[src/hw/rtl/gate_round_robin_spreader_assert.svh]
// ----------------------------------------------------------------------------
// Gate round-robin spreader assertion macros
// Concurrent assertion shorthands clocked on clk and disabled during reset.
// ----------------------------------------------------------------------------
`ifndef GATE_ROUND_ROBIN_SPREADER_ASSERT_SVH
`define GATE_ROUND_ROBIN_SPREADER_ASSERT_SVH
`ifndef SYNTHESIS
`define GRRS_ASSERT_IMPLY(lbl, ante, cons) \
	lbl: assert property (@(posedge clk) disable iff (!arst_n) (ante) |-> (cons)) \
		else $error("%m: same-cycle implication failed");
`define GRRS_ASSERT_NEXT(lbl, ante, cons) \
	lbl: assert property (@(posedge clk) disable iff (!arst_n) (ante) |=> (cons)) \
		else $error("%m: next-cycle implication failed");
`else
`define GRRS_ASSERT_IMPLY(lbl, ante, cons)
`define GRRS_ASSERT_NEXT(lbl, ante, cons)
`endif
`endif

[src/hw/rtl/grrs_pkg.sv]
// ----------------------------------------------------------------------------
// Gate round-robin spreader package
// Shared field widths, trigger thresholds, register indexes and state types.
// ----------------------------------------------------------------------------
package grrs_pkg;

	localparam int SAMPLE_W = 16;
	localparam int LANE_W   = 3;
	localparam int SLOT_W   = 4;
	localparam int CH_W     = 4;
	localparam int TOTAL_W  = 5;
	localparam int SEL_W    = 3;
	localparam int ACT_W    = 4;
	localparam int CFG_IDX_W  = 2;
	localparam int CFG_DATA_W = 4;

	localparam logic signed [SAMPLE_W-1:0] TH_LOW  = 16'sd200;
	localparam logic signed [SAMPLE_W-1:0] TH_HIGH = 16'sd2000;

	typedef enum logic [CFG_IDX_W-1:0] {
		REG_HOLD_MODE     = 2'd0,
		REG_SPREAD_SELECT = 2'd1,
		REG_ACTIVE_LANES  = 2'd2
	} cfg_reg_t;

	typedef struct packed {
		logic              high;
		logic [SLOT_W-1:0] slot;
	} lane_state_t;

	typedef struct packed {
		logic        we;
		lane_state_t st;
	} lane_commit_t;

endpackage

[src/hw/rtl/grrs_lane_state.sv]
// ----------------------------------------------------------------------------
// Gate round-robin spreader lane state
// Per-lane Schmitt state and slot, read by lane and written back on commit.
// ----------------------------------------------------------------------------
module grrs_lane_state
	import grrs_pkg::*;
#(
	parameter int LANES = 8
) (
	input  logic                                   clk,
	input  logic                                   arst_n,
	input  logic                                   clear,
	input  logic [((LANES > 1) ? $clog2(LANES) : 1)-1:0] idx,
	input  lane_commit_t                           commit,
	output lane_state_t                            rd
);

	lane_state_t state_q [LANES];

	always_ff @(posedge clk or negedge arst_n) begin
		if (!arst_n) begin
			for (int i = 0; i < LANES; i++) begin
				state_q[i] <= '0;
			end
		end else if (clear) begin
			for (int i = 0; i < LANES; i++) begin
				state_q[i] <= '0;
			end
		end else if (commit.we) begin
			state_q[idx] <= commit.st;
		end
	end

	assign rd = state_q[idx];

endmodule

[src/hw/rtl/gate_round_robin_spreader.sv]
// ----------------------------------------------------------------------------
// Gate round-robin spreader
// Schmitt-triggers each lane's gate and spreads gate and CV over a block of
// output channels per lane, advancing an active lane's slot on every falling edge.
// ----------------------------------------------------------------------------
//   Channel | Direction | Handshake           | Beat contents
//   in      | input     | in_valid/in_stall   | lane, gate_sample, cv_sample
//   out     | output    | out_valid/out_stall | gate and CV channel writes
//   cfg     | input     | cfg_write           | cfg_index, cfg_data
//
// One beat is accepted per cycle while in_stall is low; it is registered in the
// compute stage and then in the result register that drives out.
// The rate is set by the lane state read-modify-write in the compute stage.
// Reset and every configuration write to a defined register index clear all lane state.
// A stall on out holds the result register and backs up into in_stall.
// ----------------------------------------------------------------------------
`include "gate_round_robin_spreader_assert.svh"

module gate_round_robin_spreader
	import grrs_pkg::*;
#(
	parameter int LANES        = 8,
	parameter int OUT_CHANNELS = 16
) (
	input  logic                       clk,
	input  logic                       arst_n,
	input  logic                       cfg_write,
	input  logic [CFG_IDX_W-1:0]       cfg_index,
	input  logic [CFG_DATA_W-1:0]      cfg_data,
	input  logic                       in_valid,
	output logic                       in_stall,
	input  logic [LANE_W-1:0]          lane,
	input  logic signed [SAMPLE_W-1:0] gate_sample,
	input  logic signed [SAMPLE_W-1:0] cv_sample,
	output logic                       out_valid,
	input  logic                       out_stall,
	output logic [CH_W-1:0]            gate_channel,
	output logic                       gate_level,
	output logic                       gate_write,
	output logic [CH_W-1:0]            cv_channel,
	output logic signed [SAMPLE_W-1:0] cv_value,
	output logic                       cv_write,
	output logic [TOTAL_W-1:0]         total_channels,
	output logic                       overflow_error
);

	localparam int IDX_W  = (LANES > 1) ? $clog2(LANES) : 1;
	localparam int LN_W   = $clog2(LANES + 1);
	localparam int SP_MAX = (OUT_CHANNELS > 8) ? OUT_CHANNELS : 8;
	localparam int SP_W   = $clog2(SP_MAX + 1);
	localparam int TOT_W  = SP_W + LN_W;
	localparam int BASE_W = LANE_W + SP_W;

	logic                hold_mode_q;
	logic [SEL_W-1:0]    spread_select_q;
	logic [ACT_W-1:0]    active_lanes_q;
	logic                cfg_clear;

	always_ff @(posedge clk or negedge arst_n) begin
		if (!arst_n) begin
			hold_mode_q     <= 1'b0;
			spread_select_q <= '0;
			active_lanes_q  <= '0;
		end else if (cfg_write) begin
			unique case (cfg_index)
				REG_HOLD_MODE:     hold_mode_q     <= cfg_data[0];
				REG_SPREAD_SELECT: spread_select_q <= cfg_data[SEL_W-1:0];
				REG_ACTIVE_LANES:  active_lanes_q  <= cfg_data[ACT_W-1:0];
				default: ;
			endcase
		end
	end

	always_comb begin
		unique case (cfg_index)
			REG_HOLD_MODE, REG_SPREAD_SELECT, REG_ACTIVE_LANES: cfg_clear = cfg_write;
			default: cfg_clear = 1'b0;
		endcase
	end

	logic [LN_W-1:0]  lanes_eff;
	logic [SP_W-1:0]  spread_tab [LANES+1];
	logic [SP_W-1:0]  spread;
	logic [TOT_W-1:0] total;
	logic             overflow;

	for (genvar l = 0; l <= LANES; l++) begin : g_spread_tab
		localparam int Q = (l == 0) ? 0 : OUT_CHANNELS / ((l == 0) ? 1 : l);
		assign spread_tab[l] = SP_W'(Q);
	end

	assign lanes_eff = (int'(active_lanes_q) > LANES) ? LN_W'(LANES) : LN_W'(active_lanes_q);
	assign spread    = (spread_select_q == '0) ? spread_tab[lanes_eff]
		: SP_W'(spread_select_q) + SP_W'(1);
	assign total     = TOT_W'(spread) * TOT_W'(lanes_eff);
	assign overflow  = int'(total) > OUT_CHANNELS;

	logic                       valid_s1;
	logic [LANE_W-1:0]          lane_s1;
	logic signed [SAMPLE_W-1:0] gate_s1;
	logic signed [SAMPLE_W-1:0] cv_s1;
	logic                       out_advance;
	logic                       move_s1;

	assign out_advance = !out_valid || !out_stall;
	assign move_s1     = valid_s1 && out_advance;
	assign in_stall    = valid_s1 && !out_advance;

	always_ff @(posedge clk or negedge arst_n) begin
		if (!arst_n) begin
			valid_s1 <= 1'b0;
		end else if (!in_stall) begin
			valid_s1 <= in_valid;
		end
	end

	always_ff @(posedge clk) begin
		if (in_valid && !in_stall) begin
			lane_s1 <= lane;
			gate_s1 <= gate_sample;
			cv_s1   <= cv_sample;
		end
	end

	logic [IDX_W-1:0]    lane_idx;
	lane_state_t         cur;
	lane_commit_t        commit;
	logic                lane_active;
	logic                now_high;
	logic                rising;
	logic                falling;
	logic [SLOT_W:0]     slot_inc;
	logic [SLOT_W-1:0]   slot_new;
	logic [BASE_W-1:0]   base;
	logic [CH_W-1:0]     gate_ch;
	logic [CH_W-1:0]     cv_ch;
	logic                cv_wr;

	assign lane_idx = IDX_W'(lane_s1);

	grrs_lane_state #(
		.LANES(LANES)
	) u_lane_state (
		.clk    (clk),
		.arst_n (arst_n),
		.clear  (cfg_clear),
		.idx    (lane_idx),
		.commit (commit),
		.rd     (cur)
	);

	always_comb begin
		lane_active = !overflow && (int'(lane_s1) < int'(lanes_eff))
			&& (int'(lane_s1) < LANES) && (spread != '0);
		if (cur.high) begin
			now_high = !(gate_s1 <= TH_LOW);
			rising   = 1'b0;
		end else begin
			now_high = gate_s1 >= TH_HIGH;
			rising   = now_high;
		end
		falling  = cur.high && !now_high;
		slot_inc = {1'b0, cur.slot} + (SLOT_W+1)'(1);
		if (!falling) begin
			slot_new = cur.slot;
		end else if (int'(slot_inc) == int'(spread)) begin
			slot_new = '0;
		end else begin
			slot_new = slot_inc[SLOT_W-1:0];
		end
		base    = BASE_W'(lane_s1) * BASE_W'(spread);
		gate_ch = CH_W'(base + BASE_W'(cur.slot));
		cv_ch   = CH_W'(base + BASE_W'(slot_new));
		cv_wr   = lane_active && now_high && (rising || hold_mode_q);
		commit.we      = move_s1 && lane_active;
		commit.st.high = now_high;
		commit.st.slot = slot_new;
	end

	always_ff @(posedge clk or negedge arst_n) begin
		if (!arst_n) begin
			out_valid <= 1'b0;
		end else if (out_advance) begin
			out_valid <= valid_s1;
		end
	end

	always_ff @(posedge clk) begin
		if (move_s1) begin
			gate_channel   <= lane_active ? gate_ch : '0;
			gate_level     <= lane_active && now_high;
			gate_write     <= lane_active;
			cv_channel     <= cv_wr ? cv_ch : '0;
			cv_value       <= cv_wr ? cv_s1 : '0;
			cv_write       <= cv_wr;
			total_channels <= overflow ? '0 : TOTAL_W'(total);
			overflow_error <= overflow;
		end
	end

	`GRRS_ASSERT_IMPLY(a_overflow_quiet, out_valid && overflow_error,
		!gate_write && !cv_write && (total_channels == '0))
	`GRRS_ASSERT_IMPLY(a_cv_needs_gate_high, out_valid && cv_write, gate_write && gate_level)
	`GRRS_ASSERT_IMPLY(a_slot_below_spread, commit.we, int'(commit.st.slot) < int'(spread))
	`GRRS_ASSERT_IMPLY(a_stall_only_when_full, in_stall, valid_s1 && out_valid && out_stall)
	`GRRS_ASSERT_NEXT(a_commit_reaches_out, commit.we, out_valid && gate_write)

endmodule
[config.mk]
export PLATFORM = sky130hd
export DESIGN_NAME = gate_round_robin_spreader
export DESIGN_NICKNAME = d
export VERILOG_FILES = /design/src/hw/rtl/grrs_pkg.sv /design/src/hw/rtl/grrs_lane_state.sv /design/src/hw/rtl/gate_round_robin_spreader.sv
export VERILOG_INCLUDE_DIRS = /design/src /design/src/hw/rtl
export SDC_FILE = /design/constraint.sdc
export NUM_CORES = 1
export LEC_CHECK = 0
export BUFFER_PORTS_ARGS = -buffer_cell sky130_fd_sc_hd__buf_4
export CAP_MARGIN = 15
export CORE_MARGIN = 5
export CORE_UTILIZATION = 58
export DETAILED_ROUTE_END_ITERATION = 10
export PLACE_DENSITY = 0.86
export SETUP_SLACK_MARGIN = 0.1
export SLEW_MARGIN = 5
export SYNTH_ARGS = -nofsm -noshare
export SYNTH_HDL_FRONTEND = slang
export SYNTH_HIERARCHICAL = 1
export SYNTH_SLANG_ARGS = --single-unit
[constraint.sdc]
create_clock -name clk -period 7.2 [get_ports clk]
set_input_delay 0.36 -clock clk [delete_from_list [all_inputs] [get_ports clk]]
set_output_delay 0.36 -clock clk [all_outputs]
set_load 0.05 [all_outputs]
Word level (Yosys, flattened, before mapping)
Memories as Yosys holds them, arrays and structs flattened.
Cells that the tools add are included.
{"block": "totals", "romBits": 80, "register_bits": 118, "memories": 1, "input_bits": 46, "elab_cells": 96}
{"block": "classes", "addsub": 4, "eq_ne": 3, "mux": 17, "bitwise": 2, "magnitude_cmp": 8, "multipliers": 2, "n_reduce_logical": 27}
{"memory": "(name not given)", "depth": 16, "word_bits": 5, "rd": 1, "rd_ports_with_merged_regs": 0, "wr": 0, "line": "gate_round_robin_spreader.sv:93", "text": "assign spread = (spread_select_q == '0) ? spread_tab[lanes_eff]"}
{"cell": "40-bit 2-to-1 mux", "count": 2}
{"cell": "40-bit bitwise mux", "count": 1}
{"cell": "5-bit 2-to-1 mux", "count": 6}
{"cell": "16-bit by 12-bit greater-or-equal comparator with 1-bit output (second input constant)", "count": 1}
{"cell": "16-bit by 9-bit less-or-equal comparator with 1-bit output (second input constant)", "count": 1}
{"cell": "5-bit binary-select mux with 3-bit select", "count": 1}
{"cell": "5-bit demux with 3-bit select", "count": 1}
{"cell": "4-bit 2-to-1 mux", "count": 3}
{"cell": "1-bit logical AND", "count": 10}
{"cell": "9-bit by 5-bit greater-than comparator with 1-bit output (second input constant)", "count": 1}
{"cell": "5-bit by 4-bit multiplier with 9-bit output", "count": 1}
{"cell": "4-bit adder", "count": 2}
{"cell": "1-bit logical NOT", "count": 7}
{"cell": "2-bit AND reduction", "count": 3}
{"cell": "4-bit by 1-bit adder with 5-bit output (second input constant)", "count": 1}
{"cell": "5-bit equality test", "count": 1}
{"cell": "5-bit greater-or-equal comparator (second input constant)", "count": 1}
{"cell": "3-bit by 5-bit multiplier with 4-bit output", "count": 1}
{"cell": "4-bit NOT with 5-bit output", "count": 1}
{"cell": "5-bit nonzero test", "count": 1}
{"cell": "3-bit by 1-bit adder with 4-bit output (second input constant)", "count": 1}
{"cell": "4-bit greater-or-equal comparator (second input constant)", "count": 1}
{"cell": "4-bit greater-than comparator (second input constant)", "count": 1}
{"cell": "3-bit by 4-bit < comparator with 1-bit output", "count": 1}
{"cell": "other kinds (10)", "count": 13}

Logic depth before layout (Yosys ltp)
Gate-level depths: netlist of the first run.
{"block": "depth", "word_depth": 15, "mapped_depth": 26, "mapped_depth_nobuf": 24}

By module
Netlist of the first run, hierarchy kept.
{"mod": "gate_round_robin_spreader", "area_per_inst_um2": 4226.6, "n_inst": 1, "cells_each": 335}
{"mod": "grrs_lane_state", "area_per_inst_um2": 2058.2, "n_inst": 1, "cells_each": 183}

Worst setup path before layout of the first run
Ideal clock, no wire load.
{"block": "synth_path", "path_kind": "register to register", "start": "register active_lanes_q[1]", "end": "register u_lane_state/state_q[10] in the netlist's numbering", "arrival_time_ns": 5.130, "stages_incl_launch_ff": 24, "n_path_buf": 2, "required_time_ns": 7.068, "setup_ns": 0.132, "setup_slack_ns": 1.938, "synth_period_minus_slack_ns": 5.262, "path_cell_list": "dfrtp_1 > clkbuf_1 > or4b_1 > a21oi_1 > or2_2 > nand2_1 > fa_1 > fa_1 > inv_1 > ha_1 > nand3_1 > a221o_1 > a211oi_1 > and2_0 > o21a_2 > inv_2 > a311o_4 > inv_2 > and2_1 > nand2_1 > or3_1 > buf_2 > mux2i_1 > nor2_1"}
{"item": "from (decl)", "line": "gate_round_robin_spreader.sv:56", "text": "logic [ACT_W-1:0] active_lanes_q;"}
{"item": "from (signal assigned)", "line": "gate_round_robin_spreader.sv:68", "text": "REG_ACTIVE_LANES: active_lanes_q <= cfg_data[ACT_W-1:0];"}
{"item": "to (signal, indexed assignment)", "line": "grrs_lane_state.sv:30", "text": "state_q[idx] <= commit.st;"}
{"item": "to (decl)", "line": "grrs_lane_state.sv:18", "text": "lane_state_t state_q [LANES];"}

==> results.yml, run 1 <==
power:
  p_clk_share_pct: 39.9
  seq_power_share_pct: 37.3
  switching_power_share_of_the_total_pct: 29.7
  powerDensity_mw_per_mm2: 270
  power_report.internal_total_mw: 1.50
  design_power_total_mw: 2.14
  power.share.combinational_pct: 22.8
  static-leakage-power_nw: 3.53
  power_switching_uw: 637
  vdd_ir_drop_max_v: 0.000196
floorplanning:
  floorplan.rows: 38
  ios: 81
  initial_utilization_pct: 58.5
  placeableCoreArea_mm2: 0.0107
  die_w_um: 114
  die-area_mm2: 0.0130
  die_h_um: 114
route:
  postRouteAntennaNets: 0
  drt_pre_antenna_iters: 5
  vias: 4644
  route.detailed.drc: 0
  avgViaCountPerCell: 5.89
  wl_per_cell_um: 20.4
  drt_wl_total_um: 16100
  drt-initial-drc-count: 490
global_routing:
  grt_max_degree: 51
  grt.overflow.total: 0
  antenna_found_initial: 0
  track_usage_pct: 24.2
  number_of_global_route_vias_before_repair: 4672
  wire_length_of_the_first_global_routing_pass_um: 23900
critical_path:
  path_max_fanout: 8
  cp-start-kind: "flip-flop"
  worst-r2r-setup-slack_ns: 1.16
  cp_num_buf_inv: 4
  crit_family: "simple AND/OR/NAND/NOR gates"
  worst_r2r_startpoint: "spread_select_q[0]$_DFFE_PN0P_"
  worstSetupPathType: "flip-flop to flip-flop"
  crit_path_top_delay_cell: "sky130_fd_sc_hd__fa_1"
  worst_path_largest_cell_delay_ns: 0.55
  timing.critical_path.arrival_ns: 6.43
  worst_r2r_path_depth: 21
  worst_r2r_endpoint: "u_lane_state/state_q[1]$_DFFE_PN0P_"
  critical_path.endpoint_type: "flip-flop"
  crit_required_ns: 7.59
  crit_path_cell_trace: "inv_1 > ha_1 > nor4b_2 > a31o_2 > nand2_1 > fa_1 > fa_1 > inv_1 > ha_1 > nand3_1 > a221o_1 > a211oi_1 > and2_0 > o21a_2 > inv_2 > a311o_4 > inv_2 > and2_1 > nand4_1 > mux2i_1 > nor2_1"
clock_tree:
  cts-resized-gates: 0
  cts.root.buffer_cell: "sky130_fd_sc_hd__clkbuf_8"
  cts.reportedPaths.clkPinSlew_ns: 0.06
  max-clock-path-buffers: 2
  number_of_clock_buffers_inserted_by_tritoncts: 17
  clkLatencyLatePin_ns: 0.53
  postCtsSetupRepairBufs: 0
  cts_h_tree_depth: 4
  clock_tree_from_tritoncts: "done"
  tritoncts_num_sinks: 118
  cts.hold.buffers_added: 16
sta:
  worst_slew_margin_rel_pct: 33.4
  min_period_over_period_pct: 83.9
  max_freq_mhz: 165
  fin_worst_skew_ns: 0.0133
  setup_violations: 0
  max_slew.worst_pin.slew_ns: 0.993
  layout_setup_ws_ns: 1.16
  finalMaxSlewViolations: 0
  finalWorstPathRequiredPeriod_ns: 6.04
  hold_viol: 0
  rsz0062_at_grt: "no"
  total_negative_setup_slack_ns: 0
run_status:
  outcome: "complete, no violations"
logic_synthesis:
  postSynth.asyncResetShare_pct: 42.4
  synth-simple-area-share_pct: 16.6
  synth-seq-area-share_pct: 52.4
  top_cells_by_area_synth: "sky130_fd_sc_hd__edfxtp_1, sky130_fd_sc_hd__dfrtp_1, sky130_fd_sc_hd__mux2i_1"
  yosys.area_share.adder_pct: 8.04
  synth.yosys.warnings: 6
  mappedNetlistArea_mm2: 0.00628
  netlist-cell-type-count: 70
  synth.area.mux_share_pct: 11.1
  xor_xnor_cell_area_share_of_the_yosys_netlist_pct: 2.31
  synth-seq-cells: 118
  syn-mean-instance-area_um2: 12.1
  synth_top_cell_by_area: "sky130_fd_sc_hd__edfxtp_1"
  synthesized_instance_count: 518
  edff_count_synth: 68
  dominantRegCellSynth: "sky130_fd_sc_hd__edfxtp_1"
  synth_compound_area_share_pct: 6.35
  yosysTopAreaCellShare_pct: 32.5
  synth_top_family_by_area: "simple AND/OR/NAND/NOR gates"
place:
  place_inst: 724
  globalplace.congestion: 0.856
  place.detailed.hpwl_um: 9680
  place.port_buffers: 80
  dp_worst_setup_slack_ns: 1.35
cells_and_area:
  antenna_cells: 0
  finalNetCount: 717
  final_cells: 789
  final_layout_size_suffix_gt1_share_pct: 23.3
  areaGrowthSynthToFinish_pct: 26.1
worst_hold_path:
  hold-path-cell-count: 1
  hp-start: "gate_sample[3]"
  min_path_type: "input pin to flip-flop"
  timing.hold.worst_endpoint: "gate_s1[3]$_DFFE_PP_"
job:
  drv_cap: 0
[Yosys cell counts (3+ instances only)]
| master | instances |
|---|---|
| sky130_fd_sc_hd__dfrtp_1 | 50 |
| sky130_fd_sc_hd__nor3_1 | 3 |
| sky130_fd_sc_hd__edfxtp_1 | 68 |
| sky130_fd_sc_hd__buf_2 | 5 |
| sky130_fd_sc_hd__ha_1 | 26 |
| sky130_fd_sc_hd__o31ai_1 | 3 |
| sky130_fd_sc_hd__nor2_1 | 61 |
| sky130_fd_sc_hd__nor2b_1 | 4 |
| sky130_fd_sc_hd__mux4_2 | 6 |
| sky130_fd_sc_hd__inv_1 | 18 |
| sky130_fd_sc_hd__nand4_1 | 4 |
| sky130_fd_sc_hd__buf_4 | 3 |
| sky130_fd_sc_hd__nor3b_1 | 3 |
| sky130_fd_sc_hd__fa_1 | 9 |
| sky130_fd_sc_hd__mux2_2 | 9 |
| sky130_fd_sc_hd__o21ai_0 | 6 |
| sky130_fd_sc_hd__xnor2_1 | 12 |
| sky130_fd_sc_hd__a21oi_1 | 15 |
| sky130_fd_sc_hd__a21o_1 | 3 |
| sky130_fd_sc_hd__nand3_1 | 8 |
| sky130_fd_sc_hd__mux2i_1 | 46 |
| sky130_fd_sc_hd__inv_2 | 3 |
| sky130_fd_sc_hd__a21boi_0 | 3 |
| sky130_fd_sc_hd__nand2_1 | 32 |
| sky130_fd_sc_hd__nand2b_1 | 9 |
| sky130_fd_sc_hd__and2_1 | 34 |
| sky130_fd_sc_hd__clkbuf_1 | 12 |
| sky130_fd_sc_hd__a211oi_1 | 3 |
[per-stage QoR]
stage          hold slack (ns)  util, %  area [um2]
2_1_floorplan           0.0644        -        6290
3_3_place_gp             0.411     65.1        7000
3_5_place_dp             0.422     65.1        7000
4_1_cts               0.000667     72.2        7760
5_1_grt                0.00625     73.8        7930
6_report                0.0171     73.8        7930
[cells in the final DEF, fill, tap and decap left out, types with 3 or more instances in the layout]
cell                            count
sky130_fd_sc_hd__nor2b_1            4
sky130_fd_sc_hd__nor3_1             3
sky130_fd_sc_hd__clkinv_2           5
sky130_fd_sc_hd__o31ai_1            3
sky130_fd_sc_hd__fa_1               9
sky130_fd_sc_hd__a211oi_1           3
sky130_fd_sc_hd__buf_4             86
sky130_fd_sc_hd__inv_1             18
sky130_fd_sc_hd__nand2b_1           9
sky130_fd_sc_hd__dfrtp_1           50
sky130_fd_sc_hd__a21o_1             3
sky130_fd_sc_hd__ha_1              26
sky130_fd_sc_hd__mux4_2             6
sky130_fd_sc_hd__clkbuf_16         16
sky130_fd_sc_hd__a21oi_1           15
sky130_fd_sc_hd__nor3b_1            3
sky130_fd_sc_hd__nand3_1            8
sky130_fd_sc_hd__clkbuf_8           3
sky130_fd_sc_hd__o21ai_0            6
sky130_fd_sc_hd__dlygate4sd3_1     33
sky130_fd_sc_hd__clkinvlp_4         3
sky130_fd_sc_hd__xnor2_1           12
sky130_fd_sc_hd__and2_1            34
sky130_fd_sc_hd__mux2i_1           46
sky130_fd_sc_hd__bufinv_16          3
sky130_fd_sc_hd__mux2_2             9
sky130_fd_sc_hd__nand4_1            4
sky130_fd_sc_hd__edfxtp_1          68
sky130_fd_sc_hd__conb_1             3
sky130_fd_sc_hd__nor2_1            61
sky130_fd_sc_hd__nand2_1           32
sky130_fd_sc_hd__inv_2              3
[final cells by class]
type                       count  area [um2]
clock buffer                  19         442
clock inverter                13         155
fill                         643        2820
inverter                      21        78.8
multi-input combinational    359        2810
sequential                   118        3290
tap                          140         175
timing repair buffer         119         976
[power by group through the flow]
stage | clock, mW | sequential (mW) | combinational, mW
after floorplan | 0 | 0.852 | 0.283
after global placement | 0 | 0.807 | 0.432
after detailed placement | 0 | 0.809 | 0.450
after CTS | 0.849 | 0.797 | 0.468
after global routing | 0.893 | 0.804 | 0.526
final | 0.854 | 0.799 | 0.487
[registers in the layout, summed over array words and instances, names as in the netlist, 3 cells and up]
name / cells
u_lane_state/state_q: 40
gate_s1: 16
cv_s1: 16
lane_idx: 3
total_channels: 5
gate_channel: 4
active_lanes_q: 4
cv_value: 16
spread_select_q: 3
cv_channel: 4
[worst register-to-register path: stages (launching register included)]
cell,delay (ns)
sky130_fd_sc_hd__dfrtp_1,0.44
sky130_fd_sc_hd__inv_1,0.09
sky130_fd_sc_hd__ha_1,0.28
sky130_fd_sc_hd__nor4b_2,0.53
sky130_fd_sc_hd__a31o_2,0.28
sky130_fd_sc_hd__nand2_1,0.07
sky130_fd_sc_hd__fa_1,0.47
sky130_fd_sc_hd__fa_1,0.55
sky130_fd_sc_hd__inv_1,0.04
sky130_fd_sc_hd__ha_1,0.33
sky130_fd_sc_hd__nand3_1,0.11
sky130_fd_sc_hd__a221o_1,0.31
sky130_fd_sc_hd__a211oi_1,0.22
sky130_fd_sc_hd__and2_0,0.18
sky130_fd_sc_hd__o21a_2,0.20
sky130_fd_sc_hd__inv_2,0.06
sky130_fd_sc_hd__a311o_4,0.36
sky130_fd_sc_hd__inv_2,0.10
sky130_fd_sc_hd__and2_1,0.28
sky130_fd_sc_hd__nand4_1,0.50
sky130_fd_sc_hd__mux2i_1,0.40
sky130_fd_sc_hd__nor2_1,0.08
[per-layer routing]
metal  part of all wire [%]  GRT usage [%]
met3                    7.8           6.03
met5                      0              0
met4                    3.8           12.2
met2                     53           42.2
met1                     36           27.7
[worst max-delay path by stage]
stage                                        start                                    to  cells past startpoint
CTS                 spread_select_q[0]$_DFFE_PN0P_   u_lane_state/state_q[0]$_DFFE_PN0P_                     21
finish              spread_select_q[0]$_DFFE_PN0P_   u_lane_state/state_q[1]$_DFFE_PN0P_                     21
global route        spread_select_q[0]$_DFFE_PN0P_   u_lane_state/state_q[1]$_DFFE_PN0P_                     22
floorplan            active_lanes_q[1]$_DFFE_PN0P_  u_lane_state/state_q[10]$_DFFE_PN0P_                     23
global placement    spread_select_q[0]$_DFFE_PN0P_  u_lane_state/state_q[12]$_DFFE_PN0P_                     23
detailed placement  spread_select_q[0]$_DFFE_PN0P_  u_lane_state/state_q[14]$_DFFE_PN0P_                     22
[logic make-up (layout without fill, tap and decap cells)]
group | Yosys count | after routing
XOR/XNOR | 15 | 15
AND/OR/NAND/NOR | 189 | 189
other | 1 | 3
flip-flops | 118 | 118
buffers and inverters | 43 | 172
multiplexers | 61 | 61
AO/OA/AOI/OAI | 56 | 56
adder cells (fa/ha/maj) | 35 | 35
Note: power is estimated with default switching activity, not from simulation.
==> run 2, diff against run 1 <==
Settings changed: CORE_UTILIZATION 58 to 53, PLACE_DENSITY 0.86 to 0.83.
Clock period 7.2 ns to 5.4 ns, I/O delays scaled along.
==> run 2 against run 1 <==
Count of clock-buffer cells in the layout fell by 2. Sequential cell count did not move. Clock skew rose by 0.00051 ns. Global-route usage fell by 2.8 points. Power rose by 32%. Hold slack improved by 0.012 ns. Largest cell class unchanged.
==> results.yml, run 2 (synthesis gave the netlist of run 1 again) <==
run_status:
  outcome: "complete, no violations"
clock_tree:
  cts.reportedPaths.clkPinSlew_ns: 0.06
  number_of_clock_buffers_inserted_by_tritoncts: 17
  cts.root.buffer_cell: "sky130_fd_sc_hd__clkbuf_16"
  cts_h_tree_depth: 4
  max-clock-path-buffers: 2
  clock_tree_from_tritoncts: "done"
  clkLatencyLatePin_ns: 0.42
  tritoncts_num_sinks: 118
critical_path:
  worst_r2r_endpoint: "u_lane_state/state_q[11]$_DFFE_PN0P_"
  critical_path.endpoint_type: "flip-flop"
  worst-r2r-setup-slack_ns: 0.19
  crit_required_ns: 5.68
  timing.critical_path.arrival_ns: 5.50
  path_max_fanout: 5
  worst_r2r_startpoint: "active_lanes_q[2]$_DFFE_PN0P_"
  worst_r2r_path_depth: 21
  timing.critical_path.to: "u_lane_state/state_q[11]$_DFFE_PN0P_"
  worstSetupPathType: "flip-flop to flip-flop"
  setup.worst_path.start: "active_lanes_q[2]$_DFFE_PN0P_"
  cp-start-kind: "flip-flop"
floorplanning:
  floorplan.rows: 39
  ios: 81
  die_h_um: 119
  die_w_um: 119
  placeableCoreArea_mm2: 0.0115
  initial_utilization_pct: 54.6
  die-area_mm2: 0.0141
global_routing:
  globalRouteMet1Util_pct: 25.0
  track_usage_pct: 21.5
  grt.overflow.total: 0
  global_routing_usage_on_met3_pct: 5.50
  grt_use_met2_pct: 37.0
  number_of_global_route_vias_before_repair: 4924
  grt_busiest_layer: "met2"
  wire_length_of_the_first_global_routing_pass_um: 24100
  antenna_found_initial: 0
  grt_max_degree: 51
power:
  power.share.combinational_pct: 24.7
  powerDensity_mw_per_mm2: 356
  seq_power_share_pct: 36.9
  switching_power_share_of_the_total_pct: 31.9
  p_clk_share_pct: 38.3
  vdd_ir_drop_max_v: 0.000159
  power_report.internal_total_mw: 1.93
  power_switching_uw: 903
  static-leakage-power_nw: 3.57
cells_and_area:
  post-route-util_pct: 69.0
  max_reg_flops: 40
  final_layout_size_suffix_gt1_share_pct: 31.1
  areaGrowthSynthToFinish_pct: 26.4
  finalNetCount: 720
  layout_commonest_cell: "sky130_fd_sc_hd__buf_4"
  registers.top_by_ff_count: "u_lane_state/state_q"
  design_area_mm2: 0.00795
  antenna_cells: 0
  final_cell_mix: "sky130_fd_sc_hd__buf_4, sky130_fd_sc_hd__edfxtp_1, sky130_fd_sc_hd__nor2_1, sky130_fd_sc_hd__dfrtp_1, sky130_fd_sc_hd__mux2i_1"
sta:
  total_negative_setup_slack_ns: 0
  hold_viol: 0
  timing.hold.ws_ns: 0.0289
  max_freq_mhz: 192
  finalWorstPathRequiredPeriod_ns: 5.21
  worst_slew_margin_rel_pct: 36.8
  setup_violations: 0
  fin_worst_skew_ns: 0.0138
  rsz0062_at_grt: "no"
  min_period_over_period_pct: 96.6
  max_slew.worst_pin.slew_ns: 0.938
  finalMaxSlewViolations: 0
route:
  wl_per_cell_um: 19.2
  route.detailed.drc: 0
  drt_pre_antenna_iters: 5
  drt_wl_total_um: 15300
  drt-initial-drc-count: 468
  avgViaCountPerCell: 5.84
  vias: 4639
  postRouteAntennaNets: 0
place:
  globalplace.congestion: 0.862
  place.port_buffers: 80
  postPlaceCellArea_mm2: 0.00721
  place.detailed.hpwl_um: 10100
job:
  drv_cap: 0
worst_hold_path:
  min_path_type: "input pin to flip-flop"
[run 2: cell count changes in the layout (fill, tap and decap cells not counted), moves of 2 or more]
cell / change
sky130_fd_sc_hd__buf_4: +33
sky130_fd_sc_hd__dlygate4sd3_1: -32
sky130_fd_sc_hd__inv_6: +6
sky130_fd_sc_hd__clkinv_2: -5
sky130_fd_sc_hd__inv_8: +5
sky130_fd_sc_hd__bufinv_16: -3
sky130_fd_sc_hd__clkbuf_8: -3
sky130_fd_sc_hd__a21oi_1: -2
sky130_fd_sc_hd__a21oi_2: +2
sky130_fd_sc_hd__inv_1: -2
sky130_fd_sc_hd__inv_2: +2
sky130_fd_sc_hd__nor2_1: -2
sky130_fd_sc_hd__or3b_4: +2
[run 2: power by group through the flow]
stage          Combinational [mW]  Clock, mW  Sequential, mW
2_1_floorplan               0.378          0            1.14
3_3_place_gp                0.625          0            1.06
3_5_place_dp                0.649          0            1.06
4_1_cts                     0.664       1.10            1.05
5_1_grt                     0.764       1.15            1.05
6_report                    0.699       1.09            1.05
[run 2: layout make-up]
class | count | area, um2
clock buffer | 17 | 425
clock inverter | 15 | 149
fill | 747 | 3570
inverter | 21 | 78.8
multi-input combinational | 359 | 2890
sequential | 118 | 3290
tap | 143 | 179
timing repair buffer | 122 | 935
[run 2: how the worst min path moves through the flow]
stage	depth (start not counted)	startpoint	to	slack [ns]
6_report	1	gate_sample[14]	gate_s1[14]$_DFFE_PP_	0.03
5_1_grt	1	cv_sample[6]	cv_s1[6]$_DFFE_PP_	0.02
4_1_cts	1	cv_sample[5]	cv_s1[5]$_DFFE_PP_	0.02
3_5_place_dp	1	arst_n	u_lane_state/state_q[9]$_DFFE_PN0P_	0.34
3_3_place_gp	1	arst_n	u_lane_state/state_q[9]$_DFFE_PN0P_	0.32
2_1_floorplan	0	arst_n	active_lanes_q[0]$_DFFE_PN0P_	-0.03
[run 2: repair_timing]
action	CTS	global route
gates resized for setup	5	20
setup buffers	0	8
pin swaps	3	13
hold endpoints to repair	50	0
hold buffers	1	0
endpoints found under the setup margin	34	55
[run 2: metal layers]
layer  part of all wire (%)  up-vias
met1                     37     2269
met2                     52      213
met5                      0        -
met4                    4.4        0
met3                    6.5       63
li1                       -     2094
[run 2: per-stage QoR]
| step | setup slack (ns) | std cells | total power, mW |
|---|---|---|---|
| 6_report | 0.186 | 795 | 2.83 |
| 4_1_cts | 0.101 | 787 | 2.81 |
| 3_3_place_gp | 0.175 | 754 | 1.68 |
| 5_1_grt | 0.0216 | 795 | 2.96 |
| 3_5_place_dp | -0.0547 | 754 | 1.71 |
| 2_1_floorplan | 0.138 | 520 | 1.51 |
[run 2: worst max-delay path, stage by stage (launching register included)]
cell                       delay (ns)
sky130_fd_sc_hd__dfrtp_1         0.40
sky130_fd_sc_hd__or4bb_4         0.57
sky130_fd_sc_hd__a21oi_2         0.17
sky130_fd_sc_hd__or2_4           0.15
sky130_fd_sc_hd__nand2_1         0.07
sky130_fd_sc_hd__fa_1            0.48
sky130_fd_sc_hd__fa_1            0.49
sky130_fd_sc_hd__inv_1           0.04
sky130_fd_sc_hd__ha_1            0.29
sky130_fd_sc_hd__nand3_1         0.09
sky130_fd_sc_hd__a221o_1         0.36
sky130_fd_sc_hd__a211oi_2        0.22
sky130_fd_sc_hd__and2_1          0.17
sky130_fd_sc_hd__o21a_2          0.15
sky130_fd_sc_hd__inv_2           0.04
sky130_fd_sc_hd__a311o_4         0.31
sky130_fd_sc_hd__inv_2           0.07
sky130_fd_sc_hd__and2_4          0.17
sky130_fd_sc_hd__nand2_1         0.10
sky130_fd_sc_hd__or3_4           0.42
sky130_fd_sc_hd__mux2i_1         0.25
sky130_fd_sc_hd__nor2_1          0.07
==> run 3, diff against run 2 <==
Settings changed: ABC_AREA from default to 1.
==> run 3 against run 2 <==
Setup slack better by 0.37 ns. Synthesized cell count is 41% higher. Hold slack better by 0.00077 ns. Combinational power is 7.4% lower. Clock skew hardly changed. Global-route usage is 0.91 points lower. Register-to-register slack better by 0.37 ns. Critical path depth is 3 higher. Wire length is 5.3% lower. Power is 0.74% lower. Count of clock-buffer cells in the layout is 2 higher. Critical endpoint is now u_lane_state/state_q[8]$_DFFE_PN0P_. Largest cell class unchanged.
==> results.yml, run 3 <==
place:
  place.port_buffers: 80
  globalplace.congestion: 0.896
  place.detailed.hpwl_um: 10100
power:
  powerDensity_mw_per_mm2: 353
  vdd_ir_drop_max_v: 0.000392
  static-leakage-power_nw: 3.98
route:
  wl_per_cell_um: 14.4
  drt_wl_total_um: 14500
  drt-initial-drc-count: 422
  drt_pre_antenna_iters: 5
  avgViaCountPerCell: 5.07
  route.detailed.drc: 0
  postRouteAntennaNets: 0
  vias: 5101
global_routing:
  grt_max_degree: 51
  number_of_global_route_vias_before_repair: 5076
  antenna_found_initial: 0
  track_usage_pct: 20.6
  wire_length_of_the_first_global_routing_pass_um: 24000
  grt.overflow.total: 0
logic_synthesis:
  synth.yosys.warnings: 6
  ys_top_cells_by_count: "sky130_fd_sc_hd__nand2_1, sky130_fd_sc_hd__inv_1, sky130_fd_sc_hd__edfxtp_1, sky130_fd_sc_hd__nand3_1, sky130_fd_sc_hd__dfrtp_1"
  synth-seq-cells: 118
  dominantRegCellSynth: "sky130_fd_sc_hd__edfxtp_1"
  edff_count_synth: 68
  top_cells_by_area_synth: "sky130_fd_sc_hd__edfxtp_1, sky130_fd_sc_hd__dfrtp_1, sky130_fd_sc_hd__nand2_1"
  synth_top_cell_by_area: "sky130_fd_sc_hd__edfxtp_1"
  synthMostInstantiatedCell: "sky130_fd_sc_hd__nand2_1"
  postSynth.asyncResetShare_pct: 42.4
  synthesized_instance_count: 732
  netlist-cell-type-count: 43
  synth-seq-area-share_pct: 49.7
  mappedNetlistArea_mm2: 0.00663
  yosysTopAreaCellShare_pct: 30.8
  syn-mean-instance-area_um2: 9.06
sta:
  max_slew.worst_pin.slew_ns: 0.988
  finalMaxSlewViolations: 0
  setup_violations: 0
  rsz0062_at_grt: "no"
  min_period_over_period_pct: 89.7
  worst_slew_margin_rel_pct: 34.1
  timing.hold.ws_ns: 0.0297
  total_negative_setup_slack_ns: 0
  max_freq_mhz: 206
  finalWorstPathRequiredPeriod_ns: 4.84
  fin_worst_skew_ns: 0.0135
  hold_viol: 0
clock_tree:
  max-clock-path-buffers: 2
  cts.root.buffer_cell: "sky130_fd_sc_hd__clkbuf_16"
  clkLatencyLatePin_ns: 0.42
  number_of_clock_buffers_inserted_by_tritoncts: 17
  clock_tree_from_tritoncts: "done"
  cts_h_tree_depth: 4
  cts.reportedPaths.clkPinSlew_ns: 0.06
  tritoncts_num_sinks: 118
cells_and_area:
  fillerInstances: 926
  max_reg_flops: 40
  final_layout_size_suffix_gt1_share_pct: 22.2
  finalNetCount: 907
  layout_commonest_cell: "sky130_fd_sc_hd__nand2_1"
  final_cell_mix: "sky130_fd_sc_hd__nand2_1, sky130_fd_sc_hd__buf_4, sky130_fd_sc_hd__inv_1, sky130_fd_sc_hd__edfxtp_1, sky130_fd_sc_hd__nand3_1"
  registers.top_by_ff_count: "u_lane_state/state_q"
  antenna_cells: 0
  areaGrowthSynthToFinish_pct: 20.0
critical_path:
  crit_path_cell_trace: "inv_1 > ha_1 > nand2_2 > inv_1 > or2_1 > nand2_2 > inv_2 > nand2_1 > fa_1 > fa_1 > inv_1 > fa_1 > a31oi_1 > xor2_1 > and2_1 > nand3_4 > nor2_4 > inv_1 > nor3_2 > buf_6 > nand4_4 > inv_1 > nand2_1 > nand2_1"
  crit_path_top_delay_cell: "sky130_fd_sc_hd__fa_1"
  critical_path.endpoint_type: "flip-flop"
  crit_family: "adder cells"
  path_max_fanout: 8
  cp-start-kind: "flip-flop"
  crit_required_ns: 5.75
  worst_path_largest_cell_delay_ns: 0.55
  cp_num_buf_inv: 7
  crit_path_frequent_cell: "sky130_fd_sc_hd__inv_1"
  timing.critical_path.arrival_ns: 5.19
  worstSetupPathType: "flip-flop to flip-flop"
floorplanning:
  initial_utilization_pct: 54.5
  die_w_um: 122
  die_h_um: 122
  ios: 81
  placeableCoreArea_mm2: 0.0122
  floorplan.rows: 40
  die-area_mm2: 0.0148
run_status:
  outcome: "complete, no violations"
worst_hold_path:
  min_path_type: "input pin to flip-flop"
job:
  drv_cap: 0
run 3: changes by cell type after synthesis, sizes merged, moves of 34 or more:
cell	previous run	this run
and2	35	1
mux2i	46	0
inv	21	98
nand2	32	269
nand3	8	68
run 3: kinds of logic (layout without fill, tap and decap cells):
logic type	after synthesis	in the layout	share of synthesized area (%)
AO/OA/AOI/OAI	37	37	3.08
XOR/XNOR	10	10	1.32
adder cells (fa/ha/maj)	35	35	7.62
buffers and inverters	114	218	8.15
flip-flops	118	118	49.7
other	1	3	0.0565
AND/OR/NAND/NOR	417	417	30.1
run 3: area by class of cell:
type | instances | area [um2] | share of cell area, %
sequential | 118 | 3290 | 41.4
clock inverter | 12 | 136 | 1.71
timing repair buffer | 88 | 667 | 8.38
multi-input combinational | 502 | 2830 | 35.5
tap | 168 | 210 | 2.64
inverter | 99 | 393 | 4.94
clock buffer | 19 | 433 | 5.44
run 3: worst reg2reg max path, cell delays in order, from the launching register on:
cell and delay (ns):
sky130_fd_sc_hd__dfrtp_1 0.39, sky130_fd_sc_hd__inv_1 0.07, sky130_fd_sc_hd__ha_1 0.20, sky130_fd_sc_hd__nand2_2 0.11, sky130_fd_sc_hd__inv_1 0.07, sky130_fd_sc_hd__or2_1 0.25
sky130_fd_sc_hd__nand2_2 0.15, sky130_fd_sc_hd__inv_2 0.06, sky130_fd_sc_hd__nand2_1 0.08, sky130_fd_sc_hd__fa_1 0.44, sky130_fd_sc_hd__fa_1 0.55, sky130_fd_sc_hd__inv_1 0.07
sky130_fd_sc_hd__fa_1 0.47, sky130_fd_sc_hd__a31oi_1 0.21, sky130_fd_sc_hd__xor2_1 0.19, sky130_fd_sc_hd__and2_1 0.20, sky130_fd_sc_hd__nand3_4 0.12, sky130_fd_sc_hd__nor2_4 0.18
sky130_fd_sc_hd__inv_1 0.11, sky130_fd_sc_hd__nor3_2 0.14, sky130_fd_sc_hd__buf_6 0.21, sky130_fd_sc_hd__nand4_4 0.14, sky130_fd_sc_hd__inv_1 0.18, sky130_fd_sc_hd__nand2_1 0.08
sky130_fd_sc_hd__nand2_1 0.10
run 3: per-stage QoR:
step	instance area (um2)	setup slack [ns]	utilization, %	total power [mW]	instances
after global placement	7350	0.690	60.4	1.69	972
after CTS	7930	0.462	65.2	2.82	1004
after floorplan	6640	0.936	-	1.55	734
after global routing	7960	0.110	65.5	2.94	1006
final	7960	0.556	65.5	2.81	1006
after detailed placement	7350	0.509	60.4	1.71	972
run 3: repair_timing:
item,CTS,global route
hold endpoints to repair,50,0
buffers inserted,0,2
resized for setup,0,5
hold buffers,1,0
endpoints found under the setup margin,0,26
run 3: metal layers:
metal	global-route usage (%)	wire length, um
met1	24.8	5810
met2	34.4	7430
met3	5.01	762
met4	10.4	499
met5	0	0
run 3: power breakdown:
group          switching [mW]  internal [mW]
clock network           0.382          0.712
logic                   0.436          0.210
registers              0.0378           1.03
run 3: worst paths after layout:
kind                       cells after the start                              endpoint                            startpoint  slack (ns)
max                                           24   u_lane_state/state_q[8]$_DFFE_PN0P_        spread_select_q[0]$_DFFE_PN0P_        0.56
min                                            1                    cv_s1[5]$_DFFE_PP_                          cv_sample[5]        0.03
max reg2reg                                   24   u_lane_state/state_q[8]$_DFFE_PN0P_        spread_select_q[0]$_DFFE_PN0P_        0.56
min reg2reg                                    2  u_lane_state/state_q[14]$_DFFE_PN0P_  u_lane_state/state_q[14]$_DFFE_PN0P_        0.50
max in group asynchronous                      2  u_lane_state/state_q[23]$_DFFE_PN0P_                                arst_n        4.55
min in group asynchronous                      2  u_lane_state/state_q[37]$_DFFE_PN0P_                                arst_n        0.42
